$ cat src/sv/rmn_pkg.sv
// rmn_pkg: shared constants, codes and types of the regret-matching node.
// Used by every file of the block; depends on nothing.
`default_nettype none
package rmn_pkg;
   localparam int MAX_ACTIONS = 16;
   localparam int AIDX_W = $clog2(MAX_ACTIONS);
   localparam int CNT_W = $clog2(MAX_ACTIONS + 1);
   localparam int ACC_W = 48;                  // Q32.16 accumulators
   localparam int TOT_W = ACC_W + AIDX_W;      // sum over all actions
   localparam int Q_W = 17;                    // Q1.16 probability
   localparam int NUM_W = TOT_W + Q_W;         // divider dividend
   localparam int PROD_W = Q_W + 32;           // weight * probability
   localparam int INC_W = PROD_W - 15;         // rounded increment
   localparam int PTOT_W = 22;                 // probability total
   localparam logic [PTOT_W-1:0] PTOT_MAX = '1;
   localparam logic [Q_W-1:0] Q_ONE = 17'd65536;

   typedef enum logic [2:0] {
      OP_ADD = 3'd0, OP_APPLY = 3'd1, OP_CHECK = 3'd2, OP_ACCUM = 3'd3,
      OP_CURRENT = 3'd4, OP_AVERAGE = 3'd5, OP_CLEAR = 3'd6, OP_UNUSED = 3'd7
   } op_type;

   typedef enum logic [1:0] {
      ST_OK = 2'd0, ST_INVALID = 2'd1, ST_NUMERIC = 2'd2, ST_SPARE = 2'd3
   } status_type;

   localparam logic CSR_NUM_ACTIONS = 1'b0;
   localparam logic CSR_SUM_TOLERANCE = 1'b1;

   typedef struct packed {
      logic [1:0]     status;
      logic [3:0]     action_out;
      logic [Q_W-1:0] probability_out;
      logic           last_out;
   } rsp_type;
endpackage
`default_nettype wire

$ cat src/sv/rmn_divider.sv
// rmn_divider: restoring divider, one quotient bit per cycle, Q_W quotient bits.
// Depends on rmn_pkg. Caller guarantees numerator >> Q_W is below denominator.
`default_nettype none
module rmn_divider (
   input  wire logic                         clock,
   input  wire logic                         reset,
   input  wire logic                         start,
   input  wire logic [rmn_pkg::NUM_W-1:0]    numerator,
   input  wire logic [rmn_pkg::TOT_W-1:0]    denominator,
   output logic                              done,
   output logic [rmn_pkg::Q_W-1:0]           quotient
);
   localparam int STEP_W = $clog2(rmn_pkg::Q_W + 1);

   logic [rmn_pkg::TOT_W-1:0] rem_ff, rem_in, den_ff, den_in;
   logic [rmn_pkg::Q_W-1:0]   low_ff, low_in, q_ff, q_in;
   logic [STEP_W-1:0]         step_ff, step_in;
   logic                      busy_ff, busy_in, done_ff, done_in;
   logic [rmn_pkg::TOT_W:0]   trial;

   // one shift-and-subtract step per cycle
   always_comb begin
      rem_in = rem_ff;
      den_in = den_ff;
      low_in = low_ff;
      q_in = q_ff;
      step_in = step_ff;
      busy_in = busy_ff;
      done_in = 1'b0;
      trial = {rem_ff, low_ff[rmn_pkg::Q_W-1]};
      if (start) begin
         rem_in = numerator[rmn_pkg::NUM_W-1 -: rmn_pkg::TOT_W];
         low_in = numerator[rmn_pkg::Q_W-1:0];
         den_in = denominator;
         q_in = '0;
         step_in = '0;
         busy_in = 1'b1;
      end else if (busy_ff) begin
         low_in = {low_ff[rmn_pkg::Q_W-2:0], 1'b0};
         if (trial >= {1'b0, den_ff}) begin
            rem_in = rmn_pkg::TOT_W'(trial - {1'b0, den_ff});
            q_in = {q_ff[rmn_pkg::Q_W-2:0], 1'b1};
         end else begin
            rem_in = trial[rmn_pkg::TOT_W-1:0];
            q_in = {q_ff[rmn_pkg::Q_W-2:0], 1'b0};
         end
         step_in = step_ff + 1'b1;
         if (step_ff == STEP_W'(rmn_pkg::Q_W - 1)) begin
            busy_in = 1'b0;
            done_in = 1'b1;
         end
      end
   end

   always_ff @(posedge clock) begin
      if (reset) begin
         busy_ff <= 1'b0;
         done_ff <= 1'b0;
      end else begin
         busy_ff <= busy_in;
         done_ff <= done_in;
      end
      rem_ff <= rem_in;
      den_ff <= den_in;
      low_ff <= low_in;
      q_ff <= q_in;
      step_ff <= step_in;
   end

   assign done = done_ff;
   assign quotient = q_ff;
endmodule
`default_nettype wire

$ cat config.mk
export PLATFORM = sky130hd
export DESIGN_NAME = rmn_divider
export DESIGN_NICKNAME = d
export VERILOG_FILES = /design/src/sv/rmn_pkg.sv /design/src/sv/rmn_divider.sv
export SDC_FILE = /design/constraint.sdc
export NUM_CORES = 1
export LEC_CHECK = 0
export BUFFER_PORTS_ARGS = -buffer_cell sky130_fd_sc_hd__buf_2
export CAP_MARGIN = 20
export CORE_MARGIN = 2
export CORE_UTILIZATION = 47
export CTS_BUF_LIST = sky130_fd_sc_hd__clkbuf_4 sky130_fd_sc_hd__clkbuf_8
export DETAILED_ROUTE_END_ITERATION = 16
export GPL_TIMING_DRIVEN = 0
export PLACE_DENSITY_LB_ADDON = 0.25
export SLEW_MARGIN = 25
export SYNTH_ARGS = -nofsm -noshare
export SYNTH_HDL_FRONTEND = slang
export SYNTH_SLANG_ARGS = --single-unit
$ cat constraint.sdc
create_clock -name clock -period 4.3 [get_ports clock]
set_input_delay 0.215 -clock clock [delete_from_list [all_inputs] [get_ports clock]]
set_output_delay 0.215 -clock clock [all_outputs]
set_load 0.01 [all_outputs]
# Word level (Yosys, flattened, before mapping)
# Cells that the tools add are included.
# classes
n_addsub,2
n_bitwise,1
eq_ne,1
n_reduce_logical,2
order_cmp,1
mux,10
# ops
operator,n
2-to-1 mux 52 bit,3
>= comparator 53 x 52 -> 1 bit,1
subtractor 52 bit,1
2-to-1 mux 17 bit,2
adder 5 x 1 -> 5 bit (second input constant),1
equality test 5 bit (second input constant),1
2-to-1 mux 1 bit,5
OR reduction 3 bit,1
nonzero test 2 bit,1
NOT 1 bit,1
# totals
output_inout_bits,18
word_cells,24
inputBits,124
ff_bits,145

# Logic depth before layout (Yosys ltp)
# depth
depth_word,4
ltp_mapped,15
ltp_nobuf,14

# Worst setup path before layout
# OpenSTA, ideal clock, no wires.
# synth_path
kind,register to register
startpoint,register rem_ff[10] (netlist bit)
endpoint,"register rem_ff[46] (netlist bit), data pin"
period_less_slack_ns,3.307
required_time_ns,4.032
arrival_ns,3.039
slack_ns,0.993
path_buffers,0
path_stages_with_launch,12
setup_time_ns,0.268
cell_sequence,edfxtp_1 ha_1 a211o_1 a311oi_2 o22ai_1 a2111oi_4 o31ai_2 a221oi_2 o211ai_2 a311oi_2 nand3_1 nor3b_2
# synth_between
elab_chain_cells,4
word_cells_on_any_way,5
classes_between,1 x add/sub; 1 x order compare; 3 x mux
# synth_rtl
item,line_no,text
from (decl),rmn_divider.sv:15,"logic [rmn_pkg::TOT_W-1:0] rem_ff, rem_in, den_ff, den_in;"
from (signal assigned),rmn_divider.sv:63,rem_ff <= rem_in;
subtractor 52 bit / >= comparator 53 x 52 -> 1 bit (equally long branches),"rmn_divider.sv:41, rmn_divider.sv:40",
2-to-1 mux 52 bit *,rmn_divider.sv:40,"if (trial >= {1'b0, den_ff}) begin"
2-to-1 mux 52 bit *,rmn_divider.sv:38,end else if (busy_ff) begin
2-to-1 mux 52 bit *,rmn_divider.sv:31,if (start) begin
named net rem_in (one bit),rmn_divider.sv:15,
# The timed path passes the listed nets; every way through them passes the cells marked *. The select of a mux whose other input is x is not followed.
# A chain may end at the register's enable or synchronous reset.

# Worst setup path after layout
# layout_path
startpoint,register rem_ff[9] (netlist bit)
endpoint,"register rem_ff[11] (netlist bit), data pin"
# The elaborated chain is that of the path after synthesis.

==> impl_metrics.env <==
export IMPL_cts_max_level=4
export IMPL_flow_area_growth_from_synthesis_pct=22.19
export IMPL_antenna_cells=0
export IMPL_clock_path_buffers=2
export IMPL_irDropWorstVdd_v=0.0002272
export IMPL_yosys_area_top_type="sky130_fd_sc_hd__edfxtp_1"
export IMPL_post_synthesis_register_bit_count=145
export IMPL_clkSlewWorstSetupHoldPaths_ns=0.10
export IMPL_grt_start_max_net_pins=54
export IMPL_synth_cells=941
export IMPL_setup_worst_path_end_class="register"
export IMPL_setup_viol=0
export IMPL_crit_chain="ha_1 > nand3_2 > nor3_1 > a2111oi_0 > a21boi_2 > a21bo_2 > a211oi_1 > o21a_1 > nor2_2 > buf_2 > buf_2 > nand2_1 > a31oi_1"
export IMPL_synth_top_flop_cell="sky130_fd_sc_hd__edfxtp_1"
export IMPL_overall_power_consumption_mw=5.599
export IMPL_rows=50
export IMPL_netlist_top_cells_area="sky130_fd_sc_hd__edfxtp_1 40%, sky130_fd_sc_hd__ha_1 7.4%, sky130_fd_sc_hd__dfxtp_1 5.3%, sky130_fd_sc_hd__nand2_1 4.4%, sky130_fd_sc_hd__a21oi_1 3.8%"
export IMPL_final_nets=1334
export IMPL_crit_path_max_fanout=10
export IMPL_routedWlPerCell_um=17.29
export IMPL_grt_pass1_vias=7456
export IMPL_detail_route_wirelength_met1_um=11410
export IMPL_clock_latency_ns=0.47
export IMPL_postRouteAntennaNets=0
export IMPL_chipWidth_um=143.1
export IMPL_drt_pre_antenna_iters=5
export IMPL_cts_buffers=17
export IMPL_synthesized_netlist_net_count=1120
export IMPL_routed_top_layer="met4"
export IMPL_grt_remaining_overflow=0
export IMPL_gp_routability_congestion=0.9327
export IMPL_critPathMostFrequentCell="sky130_fd_sc_hd__buf_2"
export IMPL_initial_utilization_pct=48.27
export IMPL_synth_cell_type_count=72
export IMPL_die_y_um=143.1
export IMPL_tritoncts="yes"
export IMPL_route_detailed_vias_per_inst=5.485
export IMPL_timing_worst_setup_path_type="register to register"
export IMPL_cap_viol_max_count=0
export IMPL_final_period_utilization_pct=93.18
export IMPL_antenna_found_initial=0
export IMPL_timing_slew_headroom_pct=43.34
export IMPL_hpwl_um=17730
export IMPL_placeableCoreArea_um2=18830
export IMPL_clock_tree_root_cell="sky130_fd_sc_hd__clkbuf_8"
export IMPL_post_cts_repair_setup_buffers=0
export IMPL_crit_path_max_incr_delay_ns=0.44
export IMPL_ios=142
export IMPL_leakagePower_nw=4.714
export IMPL_synthesis_area_um2=9090
export IMPL_ys_warnings_count=0
export IMPL_worstPathArrival_ns=4.31
export IMPL_grt_setup_unrepaired="false"
export IMPL_maxClockFrequency_mhz=249.6
export IMPL_drcViolationCount=0
export IMPL_worst_slew_pin_transition_ns=0.8390
export IMPL_maxSlewViolCount=0
export IMPL_synth_largest_type_area_fraction_pct=39.97
export IMPL_number_of_flops_mapped_to_enable_cells_by_yosys=121
export IMPL_setup_worst_path_start_class="register"
export IMPL_port_buffer_count=141
export IMPL_worst_ep_required_time_ns=4.60
export IMPL_run_status="finished clean"
export IMPL_wl_met3_um=1409
export IMPL_synth_seq_area_share_pct=45.26
export IMPL_skew_ns=0.02149
export IMPL_cp_top_family="compound AO/OA/AOI/OAI gates"
export IMPL_final_period_minus_worst_setup_slack_ns=4.007
export IMPL_drt_total_wl_um=24690
export IMPL_synthMostInstantiatedCell="sky130_fd_sc_hd__edfxtp_1"
export IMPL_drtIter0Drc=701
export IMPL_final_hold_viol_count=0
export IMPL_critPathBufInv=2
export IMPL_synth_avg_cell_area_um2=9.660
export IMPL_synth_top_cells_by_count="121 x sky130_fd_sc_hd__edfxtp_1, 107 x sky130_fd_sc_hd__nand2_1, 84 x sky130_fd_sc_hd__nor2_1, 69 x sky130_fd_sc_hd__a21oi_1, 66 x sky130_fd_sc_hd__inv_1"
export IMPL_worstHoldPathType="primary input to register"
export IMPL_critical_path_slowest_cell="sky130_fd_sc_hd__edfxtp_1"
export IMPL_asyncSetResetFlopFracSynth_pct=0
export IMPL_setup_tns_ns=0
export IMPL_num_vias=7832
export IMPL_grt_total_usage_pct=24.52
export IMPL_p_per_area_nw_per_um2=504.1
export IMPL_die_area_um2=20470
export IMPL_met2_wirelength_um=11220
export IMPL_clock_sink_count=145
export IMPL_final_layout_size_suffix_gt1_share_pct=19.18
export IMPL_grt_first_pass_wirelength_um=38500
## metal layers
metal,vias to the layer above,global-route usage (%)
met5,-,0
met4,0,7.608
met3,39,4.024
met2,272,39.39
met1,3683,34.06
li1,3838,-
## cell type report
cell class,instances,area (um^2)
fillers,1689,7724
repair buffers,195,1259
flip-flops and latches,145,4114
multi-input cells,678,4523
clock buffers,19,255.2
inverters,66,247.7
well taps,260,325.3
plain buffers,52,219.0
clock inverters,13,163.9
## metrics by stage
step | utilization (%) | cell area [um^2] | instances | hold slack, ns | worst slack, ns
after CTS | 58.92 | 11100 | 1428 | 0.01219 | 0.1421
after floorplan | - | 9090 | 941 | 0.2874 | 0.9931
final | 58.98 | 11110 | 1428 | 0.02979 | 0.2933
after global placement | 53.75 | 10120 | 1342 | 0.3910 | 0.06493
after global routing | 58.98 | 11110 | 1428 | 0.008200 | 0.09240
after detailed placement | 53.88 | 10150 | 1343 | 0.3931 | 0.1613
## sequential cells by signal (all words and copies together) (netlist names)
register / flops
rem_ff: 52
low_ff: 17
busy_ff: 1
step_ff: 5
done: 1
den_ff: 52
quotient: 17
## timing repair
item	in CTS	in global routing
endpoints found under the setup margin	0	26
gates resized for setup	0	4
hold buffers	53	0
hold endpoints to repair	54	0
## logic make-up (layout without fill, tap and decap cells)
logic type,Yosys count,in the layout,synth area share [%]
AND/OR/NAND/NOR,286,286,14.47
AO/OA/AOI/OAI,253,253,18.65
flip-flops,145,145,45.26
buffers and inverters,118,345,5.120
adder cells (fa/ha/maj),55,55,7.653
XOR/XNOR,46,46,4.432
multiplexers,38,38,4.418
## power by group
group          internal [mW]  leakage [nW]  switching [mW]  total [mW]
clock                  0.563         0.220           0.622        1.18
sequential              1.79          1.39           0.106        1.90
combinational           1.01          3.10            1.51        2.52
## worst paths after layout
| kind | depth (start not counted) | to | slack [ns] | from |
|---|---|---|---|---|
| max reg2reg | 13 | rem_ff[11] | 0.29 | rem_ff[9] |
| min | 2 | low_ff[0] | 0.03 | numerator[0] |
| min reg2reg | 2 | quotient[16] | 0.51 | quotient[16] |
| max | 13 | rem_ff[11] | 0.29 | rem_ff[9] |
## placed cells by master (no fill, tap or decap), types with 17 or more instances in the layout
cell / synthesis / layout
sky130_fd_sc_hd__ha_1: 54 / 54
sky130_fd_sc_hd__edfxtp_1: 121 / 121
sky130_fd_sc_hd__nand2_1: 107 / 107
sky130_fd_sc_hd__xnor2_1: 27 / 27
sky130_fd_sc_hd__buf_2: 6 / 146
sky130_fd_sc_hd__nor2_1: 84 / 84
sky130_fd_sc_hd__dlygate4sd3_1: 0 / 53
sky130_fd_sc_hd__mux2i_1: 21 / 21
sky130_fd_sc_hd__xor2_1: 19 / 19
sky130_fd_sc_hd__a21oi_1: 69 / 69
sky130_fd_sc_hd__dfxtp_1: 24 / 24
sky130_fd_sc_hd__inv_1: 66 / 66
sky130_fd_sc_hd__o21ai_0: 32 / 32
sky130_fd_sc_hd__clkbuf_8: 0 / 18
sky130_fd_sc_hd__a21o_1: 22 / 22
sky130_fd_sc_hd__a31oi_1: 33 / 33
sky130_fd_sc_hd__clkbuf_1: 34 / 33
sky130_fd_sc_hd__mux2_2: 17 / 17
(Power assumes the default switching activity.)
